==> src/rtl/core/irss_ram.sv <==
`timescale 1ns / 1ps
// Generic single-write, dual-read RAM with registered read data.
module irss_ram #(
  parameter int WIDTH  = 16,
  parameter int DEPTH  = 129,
  parameter int ADDR_W = $clog2(DEPTH)
) (
  input  logic              clk,
  input  logic              we,
  input  logic [ADDR_W-1:0] waddr,
  input  logic [WIDTH-1:0]  wdata,
  input  logic              re,
  input  logic [ADDR_W-1:0] raddr0,
  input  logic [ADDR_W-1:0] raddr1,
  output logic [WIDTH-1:0]  rdata0,
  output logic [WIDTH-1:0]  rdata1
);

  logic [WIDTH-1:0] mem [DEPTH];

  always_ff @(posedge clk) begin
    if (we) begin
      mem[waddr] <= wdata;
    end
    if (re) begin
      rdata0 <= mem[raddr0];
      rdata1 <= mem[raddr1];
    end
  end

endmodule

==> config.mk <==
export PLATFORM = sky130hd
export DESIGN_NAME = irss_ram
export DESIGN_NICKNAME = d
export VERILOG_FILES = /design/src/rtl/core/irss_ram.sv
export SDC_FILE = /design/constraint.sdc
export NUM_CORES = 2
export LEC_CHECK = 0
export BUFFER_PORTS_ARGS = -buffer_cell sky130_fd_sc_hd__buf_2
export CORE_UTILIZATION = 52
export DETAILED_ROUTE_END_ITERATION = 10
export GPL_ROUTABILITY_DRIVEN = 0
export PLACE_DENSITY = 0.68
export SYNTH_ARGS = -nofsm -noshare
export SYNTH_HDL_FRONTEND = slang
export SYNTH_SLANG_ARGS = --single-unit
==> constraint.sdc <==
create_clock -name clk -period 7.9 [get_ports clk]
set_input_delay 0.395 -clock clk [delete_from_list [all_inputs] [get_ports clk]]
set_output_delay 0.395 -clock clk [all_outputs]
set_load 0.01 [all_outputs]
==> flow_summary.yaml <==
outcome:
  outcome: "finished, violations left"
  violations: "max-capacitance violations, max-slew violations"
finish:
  final-seq-area_mm2: 0.0629
  final_nets: 5763
  multi_input_area_mm2: 0.0336
  fill_cells: 13986
  drive_gt1_share_pct: 25.6
  finalNonFillerCells: 8394
  syn_to_final_growth_pct: 10.1
  stdcell_area_mm2: 0.109
routing:
  wl_um: 318000
  first_iter_violations: 9229
  ant_nets: 0
  drt-wirelength-per-cell_um: 37.9
  via_count: 60270
  dr.pass1.iters: 7
  remaining_drc_errors: 0
  viasPerCell: 7.18
clocking:
  clkTransAtPathRegs_ns: 0.06
  postCtsSetupBuffers: 0
  cts.sinks: 2096
  h-tree-depth: 4
  cts_hold_buf: 1
  clock_path_buffers: 3
  post_cts_resized: 0
  insertion_delay_ns: 0.88
  cts-root-buf: "clkbuf_16"
  cts_tree: "done"
  numCtsBuffers: 213
place:
  port_buffers: 74
  place_inst: 7998
  dp_hpwl_um: 198000
  place_area_mm2: 0.102
synth:
  synth_cell_types: 57
  synth_edf_count: 2096
  synth_fp_nets: 5649
  async_reset_ff_share_pct: 0
  synth_area_mm2: 0.0990
  ys.flop_type: "edfxtp_1"
  avgSynthCellArea_um2: 17.7
  synthCells: 5606
  ys_ff_latch: 2096
  yosys_warnings: 0
  synth-seq-area-share_pct: 63.6
timing:
  skew_ns: 0.0400
  rsz0062_at_grt: "no"
  setup-violations-final: 0
  min_period_ns: 4.27
  max_slew_margin_pct: -5.57
  fin_setup_tns_ns: 0
  hold_viol_final: 0
  max_freq_ghz: 0.234
  finalMaxSlewViolations: 5
  tightest_slew_ns: 1.58
  whs_ns: 0.0625
  post-route-period-util_pct: 54.1
worst_setup_path:
  critPathRequiredTime_ns: 8.59
  worstPathArrival_ns: 4.96
  worstSetupPathType: "input pin to register"
  path_buf_inv: 3
  endpoint_kind: "register"
  path_cells: "buf_8, buf_12, buf_4, mux2i_1, o32ai_1, a211oi_1, a2111oi_0, o21ai_1, o311ai_1"
  worstReg2RegStart: "mem[34][5]$_DFFE_PP_"
  crit_fanout: 108
  startpoint: "raddr1[1]"
  cp_slowest_cell: "a2111oi_0"
  cp-start-kind: "input pin"
  path_delay_family: "compound AO/OA/AOI/OAI gates"
  cp_slowest_stage_delay_ns: 1.30
pwr:
  swShare_pct: 23.8
  p_comb_share_pct: 8.6
  intPower_uw: 18300
  power.share.sequential_pct: 51.2
  ir_drop_uv: 254
  power_density_mw_per_mm2: 221
  leakage_uw: 0.0357
  clkPwrFrac_pct: 40.1
  switchingPower_uw: 5740
floorplan:
  coreArea_mm2: 0.188
  die-area_mm2: 0.192
  die_y_um: 438
  die_x_um: 438
  start_util_pct: 52.5
  pin_count: 75
  fp-row-count: 159
min_path:
  hp-class: "input pin to register"
  min_from: "wdata[15]"
global_routing:
  grt_pass1_vias: 58577
  overflow: 0
  grt_max_degree: 109
  grt_pass1_wl_um: 445000
  grt_usage_pct: 33.0
  antenna_found_initial: 23
run:
  max_cap_viol_count: 4
-- Yosys cell counts, types with 29 or more instances --
library cell,count,area (um^2)
nand2_1,110,413
mux2_2,61,687
clkbuf_1,161,604
nor4_1,41,257
nor2_1,240,901
o221ai_1,32,280
mux2i_1,874,8750
o21ai_0,55,275
buf_2,100,500
buf_4,91,683
nor2b_1,53,332
a211oi_1,118,886
mux4_2,668,15000
nor3_1,91,455
and2_1,37,231
a21oi_1,88,440
o31ai_1,29,218
a22oi_1,61,458
nand3_1,39,195
a221oi_1,37,324
buf_6,68,766
a2111oi_0,40,350
o22ai_1,174,1090
edfxtp_1,2096,62900
-- power by group through the flow --
stage          clock network [uW]  logic [uW]  registers [uW]
5_1_grt                     10100        2120           12300
3_5_place_dp                    0        2010           12600
3_3_place_gp                    0        1990           12600
4_1_cts                      9710        2020           12300
6_report                     9660        2080           12300
2_1_floorplan                   0        1200           12500
-- worst paths after layout --
path,end,slack [ns],cells after the start
worst max-delay path,rdata1[1]$_DFFE_PP_,3.63,9
worst min-delay path,mem[25][15]$_DFFE_PP_,0.06,1
worst max register to register,rdata0[5]$_DFFE_PP_,4.39,6
worst min register to register,rdata0[7]$_DFFE_PP_,0.56,2
-- flip-flops by register name, indices dropped and copies added, names as in the netlist --
signal and count:
mem 2064, rdata0 16, rdata1 16
-- layout by cell type, fill, tap and decap left out, drive strengths merged, types with 79 or more instances in the layout --
cell type / n
a211oi: 119
a21oi: 88
buf: 344
clkbuf: 271
clkinv: 90
edfxtp: 2096
mux2i: 874
mux4: 670
nand2: 111
nor2: 240
nor3: 91
o21ai: 79
o22ai: 174
-- logic make-up after synthesis --
group	count (synthesis)	synth area share, %
and+or+nand+nor	665	3.16
muxes	1605	24.8
buffers and inverters	455	2.93
AOI/OAI and AO/OA	785	5.53
DFF	2096	63.6
-- per-layer routing --
layer | wire, um | GRT usage [%] | vias up
met5 | 127 | 0 | -
met4 | 21000 | 18.4 | 20
met3 | 40200 | 8.06 | 826
met2 | 143000 | 49.4 | 4400
met1 | 114000 | 44.6 | 31222
li1 | - | - | 23802
-- stage by stage --
stage               power (uW)  utilization (%)  worst slack [ns]
floorplan                13700                -              4.86
global placement         14500             54.4              2.86
detailed placement       14600             54.4              3.08
CTS                      24100             57.8              4.00
global route             24500             57.8              3.77
finish                   24100             57.8              3.63
-- area by class of cell --
cell class	count	area share, %
inverter	6	0.0218
timing repair buffer	348	2.56
antenna	13	0.0299
tap	2495	2.86
multi-input combinational	3055	30.8
clock buffer	269	5.08
clock inverter	112	0.882
sequential	2096	57.8
Note: power is estimated with default switching activity, not from simulation.
