## src/rtl/core/irss_pkg.sv

```systemverilog
`timescale 1ns / 1ps
// Shared types and constants for the intra reference sample smoother.
package irss_pkg;

  localparam int DATA_W    = 16;
  localparam int IDX_W     = 9;
  localparam int CFG_W     = 5;
  localparam int CFG_IDX_W = 3;
  localparam int LOG2_W    = 3;
  localparam int DEPTH_W   = 5;
  // Strong threshold tops out at 1 << (16 - 5).
  localparam int THR_W     = 12;

  localparam logic CMD_WRITE = 1'b0;
  localparam logic CMD_READ  = 1'b1;

  localparam logic [CFG_IDX_W-1:0] REG_BIT_DEPTH     = 3'd0;
  localparam logic [CFG_IDX_W-1:0] REG_SIZE_LOG2     = 3'd1;
  localparam logic [CFG_IDX_W-1:0] REG_STRONG_ENABLE = 3'd2;
  localparam logic [CFG_IDX_W-1:0] REG_FILTER_ENABLE = 3'd3;

  localparam logic [LOG2_W-1:0]  MIN_LOG2      = 3'd2;
  localparam logic [LOG2_W-1:0]  STRONG_LOG2   = 3'd5;
  localparam int                 STRONG_LOG2_I = 5;
  localparam logic [DEPTH_W-1:0] BD_MIN        = 5'd8;
  localparam logic [DEPTH_W-1:0] BD_MAX        = 5'd16;
  localparam logic [DEPTH_W-1:0] THR_BIAS      = 5'd5;

  typedef logic [DATA_W-1:0] sample_t;
  typedef logic [IDX_W-1:0]  index_t;

  typedef struct packed {
    index_t              idx;
    logic [LOG2_W-1:0]   log2n;
    logic [DEPTH_W-1:0]  bit_depth;
    logic                strong_enable;
    logic                filter_enable;
  } calc_req_t;

  typedef struct packed {
    sample_t prev;
    sample_t cur;
    sample_t next;
  } nbr_t;

  typedef struct packed {
    sample_t bl;
    sample_t mid_left;
    sample_t corner;
    sample_t mid_top;
    sample_t tr;
  } anchor_t;

  typedef struct packed {
    sample_t value;
    logic    strong_flag;
    logic    out_of_range;
  } calc_res_t;

endpackage

```

## src/rtl/core/irss_calc.sv

```systemverilog
`timescale 1ns / 1ps
// Filter datapath: [1 2 1] smoothing, flatness test and bilinear strong smoothing.
module irss_calc (
  input  irss_pkg::calc_req_t req,
  input  irss_pkg::nbr_t      nbr,
  input  irss_pkg::anchor_t   anch,
  output irss_pkg::calc_res_t res
);
  import irss_pkg::*;

  localparam int SUM_W  = DATA_W + 2;
  localparam int DIFF_W = DATA_W + 1;
  localparam int OFF_W  = IDX_W + 1;
  localparam int PROD_W = DIFF_W + OFF_W;

  index_t                    n;
  index_t                    n2;
  index_t                    last;
  index_t                    off;
  logic [DEPTH_W-1:0]        bd;
  logic [THR_W-1:0]          thr;
  logic signed [SUM_W-1:0]   flat_l;
  logic signed [SUM_W-1:0]   flat_t;
  logic [SUM_W-1:0]          mag_l;
  logic [SUM_W-1:0]          mag_t;
  logic                      strong_sel;
  logic                      lower;
  logic                      oor;
  sample_t                   a;
  sample_t                   b;
  logic signed [DIFF_W-1:0]  slope;
  logic signed [PROD_W-1:0]  prod;
  logic signed [PROD_W-1:0]  biased;
  logic signed [PROD_W-1:0]  ramp;
  logic signed [PROD_W-1:0]  interp;
  logic [SUM_W-1:0]          tap_sum;

  assign n    = index_t'(1) << req.log2n;
  assign n2   = n << 1;
  assign last = n << 2;
  assign oor  = req.idx > last;

  always_comb begin
    bd = req.bit_depth;
    if (req.bit_depth < BD_MIN) begin
      bd = BD_MIN;
    end else if (req.bit_depth > BD_MAX) begin
      bd = BD_MAX;
    end
  end

  assign thr = THR_W'(1) << (bd - THR_BIAS);

  // Second differences along the left column and the top row
  assign flat_l = signed'({2'b00, anch.bl}) + signed'({2'b00, anch.corner})
                - signed'({1'b0, anch.mid_left, 1'b0});
  assign flat_t = signed'({2'b00, anch.corner}) + signed'({2'b00, anch.tr})
                - signed'({1'b0, anch.mid_top, 1'b0});
  assign mag_l  = flat_l < 0 ? SUM_W'(-flat_l) : SUM_W'(flat_l);
  assign mag_t  = flat_t < 0 ? SUM_W'(-flat_t) : SUM_W'(flat_t);

  assign strong_sel = req.filter_enable && req.strong_enable && (req.log2n >= STRONG_LOG2)
                   && (mag_l < SUM_W'(thr)) && (mag_t < SUM_W'(thr));

  // a + ((b - a) * off + N) >>> (log2N + 1); the corner falls out with off = 0
  assign lower  = req.idx < n2;
  assign a      = lower ? anch.bl : anch.corner;
  assign b      = lower ? anch.corner : anch.tr;
  assign off    = lower ? req.idx : req.idx - n2;
  assign slope  = signed'({1'b0, b}) - signed'({1'b0, a});
  assign prod   = PROD_W'(slope) * PROD_W'(signed'({1'b0, off}));
  assign biased = prod + PROD_W'(signed'({1'b0, n}));
  assign ramp   = biased >>> (4'(req.log2n) + 4'd1);
  assign interp = ramp + PROD_W'(signed'({1'b0, a}));

  assign tap_sum = {2'b00, nbr.prev} + {1'b0, nbr.cur, 1'b0} + {2'b00, nbr.next}
                 + SUM_W'(2);

  always_comb begin
    res.out_of_range = oor;
    res.strong_flag  = 1'b0;
    res.value        = '0;
    if (!oor) begin
      res.strong_flag = strong_sel;
      if (!req.filter_enable || req.idx == '0 || req.idx == last) begin
        res.value = nbr.cur;
      end else if (strong_sel) begin
        res.value = interp[DATA_W-1:0];
      end else begin
        res.value = tap_sum[SUM_W-1:2];
      end
    end
  end

endmodule

```

## config.mk

```make
export PLATFORM = sky130hd
export DESIGN_NAME = irss_calc
export DESIGN_NICKNAME = d
export VERILOG_FILES = /design/src/rtl/core/irss_pkg.sv /design/src/rtl/core/irss_calc.sv
export SDC_FILE = /design/constraint.sdc
export NUM_CORES = 1
export LEC_CHECK = 0
export BUFFER_PORTS_ARGS = -buffer_cell sky130_fd_sc_hd__buf_2
export CORE_MARGIN = 3
export CORE_UTILIZATION = 40
export DETAILED_ROUTE_END_ITERATION = 16
export PLACE_DENSITY = 0.69
export SLEW_MARGIN = 10
export SYNTH_ARGS = -nofsm -noshare
export SYNTH_HDL_FRONTEND = slang
export SYNTH_SLANG_ARGS = --single-unit
```

## constraint.sdc

```tcl
create_clock -name vclk -period 16.3
set_input_delay 0.815 -clock vclk [all_inputs]
set_output_delay 0.815 -clock vclk [all_outputs]
set_load 0.02 [all_outputs]
```

==> impl_metrics.ini, run 1 <==
[synthesis]
synthCells = 2126
syn-num-nets = 2664
seq_area_frac_synth = 0
synth_cell_types = 86
yosysWarnings = 0
syn_area_um2 = 15760
syn_area_per_cell_um2 = 7.414
synth_top_area_share = 0.2324
yosysTopAreaCell = fa_1
synth.area.top_cells = fa_1 23%, ha_1 17%, inv_1 9.2%, nand2_1 4.9%, xnor2_1 4.1%

[detailed_routing]
postRouteAntennaNets = 0
avgViaCountPerCell = 5.626
drtIter0Drc = 1108
drc = 0
wire_per_inst_um = 17.99
vias = 15550
drtPass1Iterations = 6
wirelength_mm = 49.69

[global_route]
grt_pass1_wl_mm = 79.63
antenna_found_initial = 0
grt_pass1_vias = 15590
globalRouteOverflowTotal = 0
grt_use_total = 0.2337
grt_max_degree = 43

[sta]
layout_min_cycle_time_ns = 15.29
fin_hold_ws_ns = 2.044
setup_tns_ns = 0
drv_slew = 0
final.period_utilization = 0.9382
finalHoldViolations = 0
slew_headroom = 0.2326
rsz0062_at_grt = no
worst_pin_slew_ns = 1.119
max_freq_ghz = 0.06539
setup_viol = 0

[min_path]
hp-class = in2out
hold-path-cell-count = 4

[cells_and_area]
ff_latch_area_um2 = 0
drive_gt1_frac = 0.1030
finalNetCount = 2783
area_growth_pct = 9.057
fillers = 3969
utilization = 0.4427
clock_buffers = 0
nFlopsAndLatches = 0

[floorplan]
num_rows = 72
die_h_um = 204.5
start_util = 0.4060
core-area_um2 = 38830
die-area_um2 = 41820
chipWidth_um = 204.5
top_level_ports = 165

[worst_setup_path]
path_max_fanout = 40
cp.arrival_ns = 14.48
cp_slowest_cell = fa_1
crit_top_cell = fa_1
max_stage_delay_ns = 0.55
end_kind = output pin
critPathLaunchType = input port
worstSetupPathType = in2out
required_ns = 15.49

[placement]
io_buffer_count = 165
dp_hpwl_mm = 43.11
gp_congestion = 1.024

[cts]
ctsHoldBuffers = 0
cts_resized = 1
cts_setup_buffers = 0

[status]
outcome = complete, no violations

[job]
maxCapViolCount = 0
-- critical path, delay by kind of cell --
kind                     cells  cell delay [ns]
AO/OA/AOI/OAI               27             6.29
adder cells (fa/ha/maj)     11             4.44
AND/OR/NAND/NOR              8             1.30
buffers and inverters        7             0.93
XOR/XNOR                     2             0.53
multiplexers                 1             0.14
-- path summary, 6_finish.rpt --
kind | from | end
max | req[7] | res[17]
min | nbr[23] | res[9]
-- synth_stat cells (all sizes together) (10+ instances only) --
| cell | instances |
|---|---|
| inv | 385 |
| nor2 | 151 |
| o221ai | 10 |
| o21a | 27 |
| o31ai | 12 |
| and3 | 18 |
| mux2i | 39 |
| and2 | 28 |
| a31oi | 22 |
| nand4 | 17 |
| o21ai | 88 |
| nand2b | 22 |
| a21o | 36 |
| clkbuf | 54 |
| o211ai | 22 |
| a21oi | 116 |
| ha | 208 |
| or2 | 15 |
| nor2b | 46 |
| nor3 | 47 |
| a211oi | 42 |
| fa | 183 |
| xnor2 | 74 |
| xor2 | 39 |
| nand2 | 207 |
| nand3 | 42 |
| or3 | 19 |
-- layout make-up --
type / count / area (µm²) / area share
Antenna cell: 2 / 5.005 / 0.0002911
Inverter: 387 / 1453 / 0.08450
Multi-Input combinational cell: 1676 / 14140 / 0.8228
Tap cell: 518 / 648.1 / 0.03770
Timing Repair Buffer: 180 / 940.9 / 0.05473
-- placed cells by master, fill, tap and decap left out, drive strengths merged, types with 46 or more instances in the layout --
cell   instances
buf          179
nor3          47
inv          385
a21oi        116
xnor2         74
ha           208
nor2b         46
nand2        207
o21ai         88
nor2         151
fa           183
-- metal layers --
metal	GRT usage	wire length, µm	share of wire	vias up
met4	0.09093	2451	0.049	0
met5	0	0	0	-
met1	0.2895	19790	0.40	7500
met3	0.02956	3406	0.069	113
li1	-	-	-	7419
met2	0.4131	24050	0.48	514
-- stage by stage --
step | instance area (µm²) | cells | setup slack (ns)
3_5_place_dp | 17130 | 2761 | 0.007127
3_3_place_gp | 17130 | 2761 | 0.5860
6_report | 17190 | 2763 | 1.007
5_1_grt | 17190 | 2761 | 0.09885
4_1_cts | 17140 | 2761 | 0.2651
2_1_floorplan | 15760 | 2126 | 0.6646
-- kinds of logic (layout without fill, tap and decap cells) --
logic type / count (synthesis) / count (layout) / share of synthesized area
adder cells (fa/ha/maj): 393 / 393 / 0.3988
XOR/XNOR: 113 / 113 / 0.06279
buffers and inverters: 450 / 567 / 0.1076
multiplexers: 50 / 50 / 0.03405
AO/OA/AOI/OAI: 464 / 464 / 0.1950
other: 0 / 2 / 0
AND/OR/NAND/NOR: 656 / 656 / 0.2018
Power of run 1 is not shown: default switching activity piles up to over one toggle a cycle in this logic, so the estimate is an artifact.
==> run 2: changes to the inputs <==
--- a/config.mk
+++ b/config.mk
@@ -9,7 +9,6 @@
 export CORE_MARGIN = 3
 export CORE_UTILIZATION = 40
 export DETAILED_ROUTE_END_ITERATION = 16
-export PLACE_DENSITY = 0.69
 export SLEW_MARGIN = 10
 export SYNTH_ARGS = -nofsm -noshare
 export SYNTH_HDL_FRONTEND = slang
==> run 2 against run 1 <==
Effect of this change: via count decreased by 1.2%; routed wire length grew 4.7%; non-clock buffer count is the same; highest routed layer is now met5; setup slack improved by 0.038 ns; final area down 0.10%.
==> impl_metrics.ini, run 2 (same netlist as run 1, synthesis figures left out) <==
[global_route]
globalRouteOverflowTotal = 0
grt_pass1_vias = 15490
grt_pass1_wl_mm = 82.05
grt_max_degree = 43
antenna_found_initial = 2
grt_use_total = 0.2457

[cells_and_area]
most-common-layout-cells = 385 x inv_1, 208 x ha_1, 207 x nand2_1, 183 x fa_1, 165 x buf_2
nFlopsAndLatches = 0
ff_latch_area_um2 = 0
area_growth_pct = 8.946
fillers = 3975
clock_buffers = 0
final_common_cell = inv_1
design_area_um2 = 17170
drive_gt1_frac = 0.1030
multiInputGateArea_um2 = 14130
finalNetCount = 2783
fin_cells = 2763

[placement]
dp_hpwl_mm = 45.03
io_buffer_count = 165
dpl_cell_area_um2 = 17130
pre_cts_ws_ns = 0.2552
placed_cells_incl_taps = 2761
gp_congestion = 0.9452

[sta]
setup_tns_ns = 0
final.period_utilization = 0.9358
slew_headroom = 0.1266
finalHoldViolations = 0
fin_ws_ns = 1.046
setup_viol = 0
drv_slew = 0
worst_pin_slew_ns = 1.274
max_freq_ghz = 0.06556
rsz0062_at_grt = no
layout_min_cycle_time_ns = 15.25

[floorplan]
die-area_um2 = 41820
start_util = 0.4060
top_level_ports = 165
die_h_um = 204.5
core-area_um2 = 38830
chipWidth_um = 204.5
num_rows = 72

[detailed_routing]
vias = 15350
wirelength_mm = 52.05
drtPass1Iterations = 5
wire_per_inst_um = 18.84
avgViaCountPerCell = 5.557
postRouteAntennaNets = 0
drtIter0Drc = 832
drc = 0

[worst_setup_path]
path_max_fanout = 40
cp_slowest_cell = fa_1
worstSetupPathType = in2out
end_kind = output pin
crit_end = res[17]
critPathLaunchType = input port
cp.arrival_ns = 14.44
required_ns = 15.49
max_stage_delay_ns = 0.54
crit_start = req[8]

[job]
maxCapViolCount = 0

[cts]
cts_resized = 0
cts_setup_buffers = 0
ctsHoldBuffers = 0

[min_path]
hp-class = in2out

[status]
outcome = complete, no violations
==> run 2: critical path, delay by kind of cell <==
family          cells  cell delay, ns
mux                 2            0.34
simple gates        9            1.66
fa+ha+maj          11            4.28
buf+inv             9            1.03
compound gates     24            5.67
xor+xnor            2            0.60
==> run 2: metal layers <==
metal	global-route usage	vias up	wire, µm
li1	-	7423	-
met1	0.3101	7355	21680
met2	0.4337	472	24720
met3	0.02956	100	3337
met4	0.08503	4	2286
met5	0	-	29
==> run 2: layout make-up <==
cell class                 count  area share
antenna                        2   0.0002914
inverter                     387     0.08459
multi-input combinational   1676      0.8227
tap                          518     0.03774
timing repair buffer         180     0.05464
==> run 2: how the worst min path moves through the flow <==
stage	endpoint	cells after the start	from	slack [ns]
2_1_floorplan	res[10]	2	nbr[24]	1.82
3_3_place_gp	res[2]	4	nbr[16]	2.04
3_5_place_dp	res[2]	4	nbr[16]	2.04
4_1_cts	res[2]	4	nbr[16]	2.04
5_1_grt	res[11]	4	nbr[25]	2.08
6_report	res[2]	4	nbr[16]	2.03
==> run 2: per-stage QoR <==
step / utilization / hold WS (ns)
global route: 0.4422 / 2.080
detailed placement: 0.4412 / 2.039
global placement: 0.4412 / 2.041
finish: 0.4423 / 2.033
floorplan: - / 1.816
CTS: 0.4412 / 2.039
Power of run 2 is left out for the same reason.
==> run 3: changes to the inputs <==
--- a/config.mk
+++ b/config.mk
@@ -9,6 +9,7 @@
 export CORE_MARGIN = 3
 export CORE_UTILIZATION = 40
 export DETAILED_ROUTE_END_ITERATION = 16
+export GPL_TIMING_DRIVEN = 0
 export SLEW_MARGIN = 10
 export SYNTH_ARGS = -nofsm -noshare
 export SYNTH_HDL_FRONTEND = slang
==> run 3 against run 2 <==
Effect of this change: cell count grew 2.1%; hold slack gained 0.015 ns; core utilization grew 1.6 points; die area is the same; final area grew 3.6%; clock-buffer cell count is the same; via count grew 1.3%; largest cell class unchanged.
==> impl_metrics.ini, run 3 (same netlist as run 1, synthesis figures left out) <==
[worst_setup_path]
crit_top_cell = fa_1
end_kind = output pin
required_ns = 15.49
path_max_fanout = 11
max_stage_delay_ns = 0.57
worstSetupPathType = in2out
critPathLaunchType = input port
cp.arrival_ns = 14.85
cp_slowest_cell = fa_1

[cts]
ctsHoldBuffers = 0

[min_path]
hp-class = in2out
worstHoldStart = nbr[29]
hold-path-cell-count = 4
hold_end = res[15]

[sta]
worst_pin_slew_ns = 1.243
final.period_utilization = 0.9613
setup_tns_ns = 0
drv_slew = 0
setup_viol = 0
finalHoldViolations = 0
max_freq_ghz = 0.06382
layout_min_cycle_time_ns = 15.67
slew_headroom = 0.1657

[global_route]
grt_pass1_vias = 15770
grt_pass1_wl_mm = 81.60
antenna_found_initial = 2
globalRouteOverflowTotal = 0
grt_max_degree = 12
grt_use_total = 0.2442

[cells_and_area]
drive_gt1_frac = 0.1282
finalNetCount = 2841
ff_latch_area_um2 = 0
area_growth_pct = 12.88
final_common_cell = inv_1
clock_buffers = 0
nFlopsAndLatches = 0
most-common-layout-cells = 385 x inv_1, 207 x nand2_1, 203 x ha_1, 183 x fa_1, 163 x buf_2

[placement]
io_buffer_count = 163
dp_hpwl_mm = 45.21
gp_congestion = 0.9397

[floorplan]
die-area_um2 = 41820
core-area_um2 = 38830
start_util = 0.4060
top_level_ports = 165
num_rows = 72
die_h_um = 204.5
chipWidth_um = 204.5

[detailed_routing]
drc = 0
wire_per_inst_um = 18.51
wirelength_mm = 52.21
avgViaCountPerCell = 5.513
drtIter0Drc = 968
drtPass1Iterations = 5
vias = 15550
postRouteAntennaNets = 0

[status]
outcome = complete, no violations

[job]
maxCapViolCount = 0
-- run 3: changes by cell type in the layout (fill, tap and decap cells not counted), moves of 6 or more --
| cell | change |
|---|---|
| clkbuf_2 | +7 |
| o21ai_1 | +11 |
| o21ai_0 | -16 |
| a21oi_1 | -6 |
| a211oi_1 | -6 |
| buf_4 | +8 |
| clkbuf_1 | +36 |
-- run 3: cell type report --
class                      count  area, µm²
antenna                        2      5.005
fill                        3982      21030
multi-input combinational   1676      14480
inverter                     387       1456
tap                          518      648.1
buffer                        56      249.0
timing repair buffer         182      958.4
-- run 3: timing repair --
item / in CTS / in global routing
pin swaps: 2 / 13
resized for setup: 50 / 62
endpoints found under the setup margin: 16 / 13
buffers inserted: 5 / 14
hold endpoints to repair: 0 / 0
-- run 3: through the flow --
step | worst slack [ns] | std cells | utilization | area [µm²] | hold WS, ns
2_1_floorplan | 0.6646 | 2126 | - | 15760 | 1.816
5_1_grt | -0.01649 | 2819 | 0.4581 | 17790 | 2.072
3_5_place_dp | -3.220 | 2807 | 0.4437 | 17230 | 2.048
3_3_place_gp | -2.959 | 2807 | 0.4437 | 17230 | 2.044
6_report | 0.6313 | 2821 | 0.4583 | 17790 | 2.048
4_1_cts | 0.02600 | 2811 | 0.4496 | 17460 | 2.047
-- run 3: worst max-delay path: cells and delay by family --
kind / cells / cell delay [ns]
AOI/OAI and AO/OA: 23 / 4.81
xor gates and xnor gates: 2 / 0.47
adders and majority gates: 11 / 4.41
buffers and inverters: 16 / 2.68
muxes: 1 / 0.11
and+or+nand+nor: 10 / 1.49
-- run 3: worst max path at each step --
stage	from	endpoint	slack [ns]
finish	req[7]	res[17]	0.63
global placement	req[7]	res[17]	-2.96
detailed placement	req[7]	res[17]	-3.22
floorplan	req[7]	res[17]	0.66
global route	req[7]	res[17]	-0.02
CTS	req[7]	res[17]	0.03
-- run 3: layer usage --
| layer | wire, µm | GRT usage |
|---|---|---|
| met1 | 22050 | 0.3131 |
| met2 | 24740 | 0.4291 |
| met3 | 3069 | 0.02066 |
| met4 | 2327 | 0.08970 |
| met5 | 13 | 0 |
Power of run 3 is left out for the same reason.
